### config.mk
export PLATFORM = sky130hd
export DESIGN_NAME = ethernet_ip_l4_header_parser
export DESIGN_NICKNAME = d
export VERILOG_FILES = /design/src/hdl/eth_l4p_pkg.sv /design/src/hdl/eth_l4p_front.sv /design/src/hdl/eth_l4p_back.sv /design/src/hdl/eth_l4p_fifo.sv /design/src/hdl/ethernet_ip_l4_header_parser.sv
export SDC_FILE = /design/constraint.sdc
export NUM_CORES = 1
export LEC_CHECK = 0
export CORE_MARGIN = 4
export CORE_UTILIZATION = 45
export CTS_CLUSTER_DIAMETER = 80
export DETAILED_ROUTE_END_ITERATION = 6
export DONT_BUFFER_PORTS = 1
export PLACE_DENSITY = 0.61
export SETUP_SLACK_MARGIN = 0.02
export SYNTH_ARGS = -nofsm -noshare
export SYNTH_HDL_FRONTEND = slang
export SYNTH_HIERARCHICAL = 1
export SYNTH_SLANG_ARGS = --single-unit
### constraint.sdc
create_clock -name clk -period 8.4 [get_ports clk]
set_input_delay 0.84 -clock clk [delete_from_list [all_inputs] [get_ports clk]]
set_output_delay 0.84 -clock clk [all_outputs]
set_load 0.02 [all_outputs]
### src/hdl/eth_l4p_pkg.sv
// ============================================================================
// eth_l4p_pkg: shared types and constants for the L2-L4 header parser
// Holds the capture record that the front part hands to the back part.
// ============================================================================
package eth_l4p_pkg;

  localparam logic [7:0]  EthLen       = 8'd14;
  localparam logic [15:0] EtypeIpv4    = 16'h0800;
  localparam logic [15:0] EtypeIpv6    = 16'h86DD;
  localparam logic [15:0] EtypeArp     = 16'h0806;
  localparam logic [7:0]  ProtoIcmp    = 8'd1;
  localparam logic [7:0]  ProtoTcp     = 8'd6;
  localparam logic [7:0]  ProtoUdp     = 8'd17;
  localparam logic [1:0]  KindDrop     = 2'd0;
  localparam logic [1:0]  KindIpv4     = 2'd1;
  localparam logic [1:0]  KindIpv6     = 2'd2;
  localparam logic [1:0]  KindArp      = 2'd3;

  // Everything the front part captured for one frame.
  typedef struct packed {
    logic [16:0] caplen;
    logic [15:0] ethertype;
    logic [6:0]  ip_hlen;
    logic [7:0]  protocol;
    logic [31:0] src_addr;
    logic [31:0] dst_addr;
    logic [31:0] port_pair;
    logic [6:0]  tcp_hlen;
    logic [7:0]  icmp_type;
  } eth_l4p_cap_t;

  typedef struct packed {
    logic [1:0]  frame_kind;
    logic [7:0]  ip_protocol;
    logic [31:0] source_address;
    logic [31:0] destination_address;
    logic [15:0] source_port;
    logic [15:0] destination_port;
    logic        icmp_valid;
    logic [7:0]  icmp_kind;
    logic [7:0]  payload_offset;
    logic [15:0] payload_length;
  } eth_l4p_res_t;

endpackage

### src/hdl/eth_l4p_front.sv
// ============================================================================
// eth_l4p_front: byte capture
// Counts frame bytes and latches header fields as they go by; emits one
// capture record on each last byte.
// ============================================================================
module eth_l4p_front import eth_l4p_pkg::*; #(
  parameter int MAX_FRAME_BYTES = 65536
) (
  input  logic         clk,
  input  logic         rst_n,
  input  logic         byte_vld,
  input  logic [7:0]   data_byte,
  input  logic         last_byte,
  output logic         cap_vld,
  output eth_l4p_cap_t cap
);

  localparam logic [16:0] MaxBytes = 17'(MAX_FRAME_BYTES);

  eth_l4p_cap_t st_r, st_nxt, upd;
  logic [16:0]  p;
  logic [16:0]  l3;
  logic         is_ip;
  logic [16:0]  d;

  always_comb begin
    p   = st_r.caplen;
    upd = st_r;
    l3  = '0;
    is_ip = 1'b0;
    d = '0;
    if (p < MaxBytes) begin
      if (p == 17'd12) upd.ethertype = {data_byte, 8'h00};
      else if (p == 17'd13) upd.ethertype = {st_r.ethertype[15:8], data_byte};
      if (p >= 17'(EthLen)) begin
        if (st_r.ethertype == EtypeIpv4) begin
          is_ip = 1'b1;
          if (p == 17'd14) upd.ip_hlen = {1'b0, data_byte[3:0], 2'b00};
          else if (p == 17'd23) upd.protocol = data_byte;
          else if (p >= 17'd26 && p <= 17'd29)
            upd.src_addr = {st_r.src_addr[23:0], data_byte};
          else if (p >= 17'd30 && p <= 17'd33)
            upd.dst_addr = {st_r.dst_addr[23:0], data_byte};
          // The header length taken from this very byte already counts.
          l3 = 17'(EthLen) + 17'(upd.ip_hlen);
        end else if (st_r.ethertype == EtypeIpv6) begin
          is_ip = 1'b1;
          if (p == 17'd20) upd.protocol = data_byte;
          l3 = 17'd54;
        end
        if (is_ip) begin
          d = p - l3;
          if (p >= l3 && d < 17'd4) begin
            case (d[1:0])
              2'd0: begin
                upd.port_pair[31:24] = data_byte;
                upd.icmp_type = data_byte;
              end
              2'd1: upd.port_pair[23:16] = data_byte;
              2'd2: upd.port_pair[15:8] = data_byte;
              default: upd.port_pair[7:0] = data_byte;
            endcase
          end
          if (p == l3 + 17'd12) upd.tcp_hlen = {1'b0, data_byte[7:4], 2'b00};
        end
      end
      upd.caplen = p + 17'd1;
    end
    st_nxt = st_r;
    if (byte_vld) st_nxt = last_byte ? '0 : upd;
  end

  always_ff @(posedge clk) begin
    if (!rst_n) begin
      st_r   <= '0;
      cap_vld <= 1'b0;
    end else begin
      st_r   <= st_nxt;
      cap_vld <= byte_vld && last_byte;
    end
    cap <= upd;
  end

endmodule

### src/hdl/eth_l4p_back.sv
// ============================================================================
// eth_l4p_back: classification
// Turns a capture record into a result, one record per cycle, registered.
// ============================================================================
module eth_l4p_back import eth_l4p_pkg::*; (
  input  logic         clk,
  input  logic         rst_n,
  input  logic         cap_vld,
  input  eth_l4p_cap_t cap,
  output logic         res_vld,
  output eth_l4p_res_t res
);

  eth_l4p_res_t r;
  logic [16:0]  rem, rem2;
  logic [7:0]   off;
  logic         ok;

  always_comb begin
    r   = '0;
    ok  = 1'b1;
    rem = cap.caplen - 17'(EthLen);
    rem2 = rem;
    off = EthLen;
    if (cap.caplen < 17'(EthLen)) begin
      ok = 1'b0;
    end else if (cap.ethertype == EtypeIpv4 && rem >= 17'd20) begin
      if (cap.ip_hlen < 7'd20 || rem < 17'(cap.ip_hlen)) ok = 1'b0;
      r.frame_kind = KindIpv4;
      r.source_address = cap.src_addr;
      r.destination_address = cap.dst_addr;
      off = off + 8'(cap.ip_hlen);
      rem2 = rem - 17'(cap.ip_hlen);
    end else if (cap.ethertype == EtypeIpv6 && rem >= 17'd40) begin
      r.frame_kind = KindIpv6;
      off = off + 8'd40;
      rem2 = rem - 17'd40;
    end else if (cap.ethertype == EtypeArp) begin
      ok = 1'b0;
      r = '0;
      r.frame_kind = KindArp;
    end else begin
      ok = 1'b0;
    end
    if (ok) begin
      r.ip_protocol = cap.protocol;
      if (cap.protocol == ProtoTcp && rem2 >= 17'd20) begin
        if (cap.tcp_hlen < 7'd20 || rem2 < 17'(cap.tcp_hlen)) ok = 1'b0;
        r.source_port = cap.port_pair[31:16];
        r.destination_port = cap.port_pair[15:0];
        off = off + 8'(cap.tcp_hlen);
        rem2 = rem2 - 17'(cap.tcp_hlen);
      end else if (cap.protocol == ProtoUdp && rem2 >= 17'd8) begin
        r.source_port = cap.port_pair[31:16];
        r.destination_port = cap.port_pair[15:0];
        off = off + 8'd8;
        rem2 = rem2 - 17'd8;
      end else if (cap.protocol == ProtoIcmp && rem2 >= 17'd4) begin
        r.icmp_valid = 1'b1;
        r.icmp_kind = cap.icmp_type;
      end
      r.payload_offset = off;
      r.payload_length = rem2[16] ? 16'hFFFF : rem2[15:0];
      if (!ok) r = '0;
    end else if (r.frame_kind != KindArp) begin
      r = '0;
    end
  end

  always_ff @(posedge clk) begin
    if (!rst_n) res_vld <= 1'b0;
    else res_vld <= cap_vld;
    res <= r;
  end

endmodule

### src/hdl/eth_l4p_fifo.sv
// ============================================================================
// eth_l4p_fifo: result queue
// Small FIFO of results behind a registered output word; full is raised early
// enough to cover the words still in flight in the capture and classification
// registers.
// ============================================================================
module eth_l4p_fifo import eth_l4p_pkg::*; #(
  parameter int DEPTH = 4
) (
  input  logic         clk,
  input  logic         rst_n,
  input  logic         wr,
  input  eth_l4p_res_t wdata,
  input  logic         rd,
  output logic         empty,
  output logic         afull,
  output eth_l4p_res_t rdata
);

  localparam int AW = $clog2(DEPTH);

  eth_l4p_res_t mem [DEPTH];
  logic [AW-1:0] wp_r, rp_r;
  logic [AW:0]   mcnt_r;
  logic [AW:0]   cnt_r;
  logic          out_vld_r;
  eth_l4p_res_t  out_r;
  logic          load, from_mem, bypass, mem_wr;

  assign empty    = !out_vld_r;
  assign afull    = (cnt_r >= (AW+1)'(DEPTH - 2));
  assign rdata    = out_r;
  // The output word is refilled whenever it is free or being taken.
  assign load     = !out_vld_r || rd;
  assign from_mem = load && (mcnt_r != '0);
  assign bypass   = load && (mcnt_r == '0) && wr;
  assign mem_wr   = wr && !bypass;

  always_ff @(posedge clk) begin
    if (mem_wr) mem[wp_r] <= wdata;
    if (from_mem) out_r <= mem[rp_r];
    else if (bypass) out_r <= wdata;
  end

  always_ff @(posedge clk) begin
    if (!rst_n) begin
      wp_r      <= '0;
      rp_r      <= '0;
      mcnt_r    <= '0;
      cnt_r     <= '0;
      out_vld_r <= 1'b0;
    end else begin
      if (mem_wr) wp_r <= wp_r + 1'b1;
      if (from_mem) rp_r <= rp_r + 1'b1;
      mcnt_r <= mcnt_r + (AW+1)'(mem_wr) - (AW+1)'(from_mem);
      if (load) out_vld_r <= from_mem || bypass;
      cnt_r <= cnt_r + (AW+1)'(wr) - (AW+1)'(rd);
    end
  end

endmodule

### src/hdl/ethernet_ip_l4_header_parser.sv
// ============================================================================
// ethernet_ip_l4_header_parser: Ethernet/IPv4/IPv6/TCP/UDP/ICMP header parser
// Streams frame bytes in and queues one classification word per frame.
// ============================================================================
// Frame bytes are pushed one word per clock while in_full is low, wire order,
// with in_last_byte on the final byte. The capture stage latches header
// fields on the fly, so a byte is taken every cycle while in_full is low;
// after the last byte, the frame's result word passes the capture and the
// classification registers and enters a result queue of four entries behind
// a registered output word, where it is shown while out_empty is low. in_full
// rises once two result words are held, early enough that the words still in
// those registers always find room: no result is lost while the reader stalls.
// Bytes beyond MAX_FRAME_BYTES are ignored but a last byte still ends the
// frame. Dropped frames still yield a word with every field zero.
module ethernet_ip_l4_header_parser import eth_l4p_pkg::*; #(
  parameter int MAX_FRAME_BYTES = 65536
) (
  input  logic        clk,
  input  logic        rst_n,
  input  logic        in_push,
  output logic        in_full,
  input  logic [7:0]  in_data_byte,
  input  logic        in_last_byte,
  output logic        out_empty,
  input  logic        out_pop,
  output logic [1:0]  out_frame_kind,
  output logic [7:0]  out_ip_protocol,
  output logic [31:0] out_source_address,
  output logic [31:0] out_destination_address,
  output logic [15:0] out_source_port,
  output logic [15:0] out_destination_port,
  output logic        out_icmp_valid,
  output logic [7:0]  out_icmp_kind,
  output logic [7:0]  out_payload_offset,
  output logic [15:0] out_payload_length
);

  logic         acc, cap_vld, res_vld, afull;
  eth_l4p_cap_t cap;
  eth_l4p_res_t res, q;

  assign in_full = afull;
  assign acc = in_push && !in_full;

  eth_l4p_front #(.MAX_FRAME_BYTES(MAX_FRAME_BYTES)) u_front (
    .clk, .rst_n, .byte_vld(acc), .data_byte(in_data_byte),
    .last_byte(in_last_byte), .cap_vld, .cap
  );

  eth_l4p_back u_back (.clk, .rst_n, .cap_vld, .cap, .res_vld, .res);

  eth_l4p_fifo #(.DEPTH(4)) u_fifo (
    .clk, .rst_n, .wr(res_vld), .wdata(res), .rd(out_pop && !out_empty),
    .empty(out_empty), .afull, .rdata(q)
  );

  assign out_frame_kind          = q.frame_kind;
  assign out_ip_protocol         = q.ip_protocol;
  assign out_source_address      = q.source_address;
  assign out_destination_address = q.destination_address;
  assign out_source_port         = q.source_port;
  assign out_destination_port    = q.destination_port;
  assign out_icmp_valid          = q.icmp_valid;
  assign out_icmp_kind           = q.icmp_kind;
  assign out_payload_offset      = q.payload_offset;
  assign out_payload_length      = q.payload_length;

endmodule
==> metrics.yaml <==
sta:
  skew_ps: 22.50
  slew_violations: 0
  rsz0062_at_grt: "false"
  finalCritPeriodShare: 0.8307
  slew_headroom: 0.1113
  fin_crit_ps: 6978
  fmax_mhz: 143.3
  worst_pin_slew_ps: 1332
  report.final.setup_viol: 0
  setup-tns-final_ps: 0
  hold_viol_final: 0
place:
  place_hpwl_um: 61170
  portBuffers: 0
  placed_area_um2: 47440
  place_inst: 4334
  gp_congestion: 0.8946
layout:
  drive_gt1_frac: 0.2082
  design_area_um2: 51290
  nets: 3154
  nFillCells: 8498
  fin_cells: 4553
  syn_to_final_growth_pct: 10.70
  final_core_util: 0.5027
synthesis:
  yosysTopAreaCellShare: 0.4504
  ys_types: 130
  synth.area.top_cells: "edfxtp_1, dfxtp_1, mux4_2"
  synth_area_um2: 46330
  synth_edf_count: 695
  ys_warn_count: 6
  ys_top_cells_by_count: "edfxtp_1, dfxtp_1, mux2_2"
  avgSynthCellArea_um2: 14.86
  yosysMostFrequentCell: "edfxtp_1"
  synth_flop_cell: "edfxtp_1"
  syn_inst: 3118
  syn-num-nets: 3189
  ys_ff_latch: 1167
  yosys.area.top_type: "edfxtp_1"
  synth-async-reset-ratio: 0
  yosysSeqAreaShare: 0.6544
floorplanning:
  design.core.area_um2: 102000
  start_util: 0.4541
  die_w_um: 328.9
  rows: 117
  dieArea_um2: 108200
  io_pins: 154
  dieHeight_um: 328.9
critical_path:
  crit_end: "u_front/st_r[39]"
  r2r-start: "u_front/p[8]"
  cp_num_buf_inv: 0
  critPathMaxFanout: 17
  ff2ff_path_depth: 17
  required_ps: 8970
  rrSetupSlack_ps: 1420
  worstPathCellList: "or4_4, or3_4, nor2_1, mux2i_1, ha_1, nor3_1, or3_1, ha_1, a21boi_0, a2111oi_0, o32ai_1, a31oi_1, o32ai_2, o2111ai_4, a2111oi_4, o21ai_2, a22o_1"
  end_kind: "register"
  cp_common_cell: "ha_1"
  crit_path_start_kind: "register"
  cp_slowest_stage_delay_ps: 960
  slowest_stage: "a2111oi_4"
  arrival_ps: 7550
  critPathLaunch: "u_front/p[8]"
  cpLargestDelayFamily: "compound AO/OA/AOI/OAI gates"
  crit_cells: 17
  r2r-end: "u_front/st_r[39]"
  crit_type: "register to register"
run:
  maxCapViolCount: 0
global_routing:
  grt_overflow: 0
  gr-usage-met1: 0.2498
  grt_most_used_layer: "met2"
  use_met3: 0.02826
  grt_pass1_vias: 26234
  grt_pass1_wl_um: 156800
  grt_util_met2: 0.3118
  track_usage: 0.1858
  grt_max_degree: 140
  antenna_found_initial: 1
clocking:
  clkTransAtPathRegs_ps: 60
  hold_buffers: 0
  cts-htree-levels: 3
  clock_path_buffers: 3
  cts_made_buffers: 115
  cts_tree: "built"
  post-cts-setup-buffer-count: 0
  cts_root_buf: "clkbuf_16"
  postCtsResizedCells: 0
  clkLatencyLatePin_ps: 690
  clkSinkCount: 1167
pwr:
  power_uw: 14640
  ir_drop_mv: 0.3235
  power_frac_clock: 0.349
  switching_power_uw: 3932
  seq_power_share: 0.500
  comb_power_share: 0.151
  p_per_area_nw_per_um2: 285.4
  p_leak_uw: 0.01736
  switching_share: 0.2685
  intPower_uw: 10710
min_path:
  min_path_type: "input port to register"
route:
  vias_per_cell: 5.518
  routed-via-count: 25124
  ant_nets: 0
  wl_per_cell_um: 22.06
  first_pass_iters: 5
  drtIter0Drc: 1663
  wl_um: 100400
  drc: 0
run_status:
  run_status: "finished, final reports clean"
stage by stage:
stage | setup slack, ps | hold slack, ps
after floorplan | 911.1 | 405.7
after global placement | 1712 | 412.0
after detailed placement | 1477 | 413.3
after CTS | 1488 | 226.0
after global routing | 915.6 | 245.8
final | 1422 | 281.9
kinds of logic (layout without fill, tap and decap cells):
kind of cell	count (synthesis)	after routing	synth area share
compound gates	394	394	0.06549
xor+xnor	77	77	0.01542
fa+ha+maj	60	60	0.01709
buf+inv	248	314	0.02574
flops	1167	1167	0.6544
mux	385	385	0.1271
other cells	0	1	0
simple gates	787	787	0.09479
cell usage in the layout (no fill, tap or decap), types with 8 or more instances in the layout:
cell type  count
mux2_2       226
o21ai_0       49
xor2_1        17
a21oi_1       75
nor2b_1      149
clkinv_1      16
o21a_1        12
a31oi_1        9
nand4_1       19
clkinv_2      23
nand3_1       34
bufinv_16      9
xnor2_1       57
o32ai_1       12
nor3_1        37
o2bb2ai_1      8
clkbuf_1      22
and2_1        66
mux2i_1       17
a21o_1        11
a21oi_2       10
nand2b_1      23
inv_1         74
or3_1         10
a211oi_1      11
clkbuf_16    118
ha_1          52
buf_4         13
a22oi_1       70
and3_1        93
clkbuf_8      17
edfxtp_1     695
nor2_1        82
dfxtp_1      470
a22o_1        33
nand2_1      175
mux4_2       139
nor4_1        20
flip-flops by register name, summed over array words and instances (netlist names), 2 cells and up, named ones only:
signal,cells
u_front/cap,159
u_back/res,139
u_front/st_r,142
u_fifo/rdata,139
u_fifo/rp_r,2
u_fifo/mcnt_r,3
u_fifo/mem,556
u_fifo/cnt_r,3
u_fifo/wp_r,2
u_front/p,17
layout make-up:
| cell class | instances | area, um2 | area share |
|---|---|---|---|
| flip-flops and latches | 1167 | 30330 | 0.5912 |
| multi-input cells | 1703 | 14880 | 0.2901 |
| clock buffers | 158 | 3274 | 0.06384 |
| well taps | 1368 | 1712 | 0.03337 |
| clock inverters | 60 | 573.1 | 0.01117 |
| inverters | 76 | 285.3 | 0.005562 |
| repair buffers | 20 | 237.7 | 0.004635 |
| diodes | 1 | 2.502 | 0.00004879 |
power by group through the flow:
stage	combinational [uW]	sequential (uW)	clock (uW)
2_1_floorplan	1760	7430	0
3_3_place_gp	2240	7460	0
3_5_place_dp	2270	7470	0
4_1_cts	2280	7350	5260
5_1_grt	2390	7370	5500
6_report	2210	7320	5120
worst register-to-register path, cell delays in order, from the launching register on:
cell       delay, ps
dfxtp_1          480
or4_4            640
or3_4            400
nor2_1           230
mux2i_1          290
ha_1             260
nor3_1            80
or3_1            410
ha_1             330
a21boi_0         470
a2111oi_0        160
o32ai_1          550
a31oi_1          300
o32ai_2          250
o2111ai_4        280
a2111oi_4        960
o21ai_2          440
a22o_1           340
worst min path at each step:
stage	slack [ps]	from	cells past startpoint	end
after floorplan	410	u_front/cap[0]	1	u_back/res[24]
after global placement	410	u_front/cap[44]	1	u_back/res[62]
after detailed placement	410	u_front/cap[18]	1	u_back/res[36]
after CTS	230	in_data_byte[3]	2	u_front/cap[18]
after global routing	250	in_data_byte[3]	1	u_front/st_r[18]
final	280	in_data_byte[3]	2	u_front/cap[18]
layer usage:
layer	vias to the layer above	share of wire
met3	150	0.038
met1	12848	0.44
met4	0	0.025
li1	11668	-
met5	-	0
met2	458	0.49
Power figures use the tool's default switching activity.
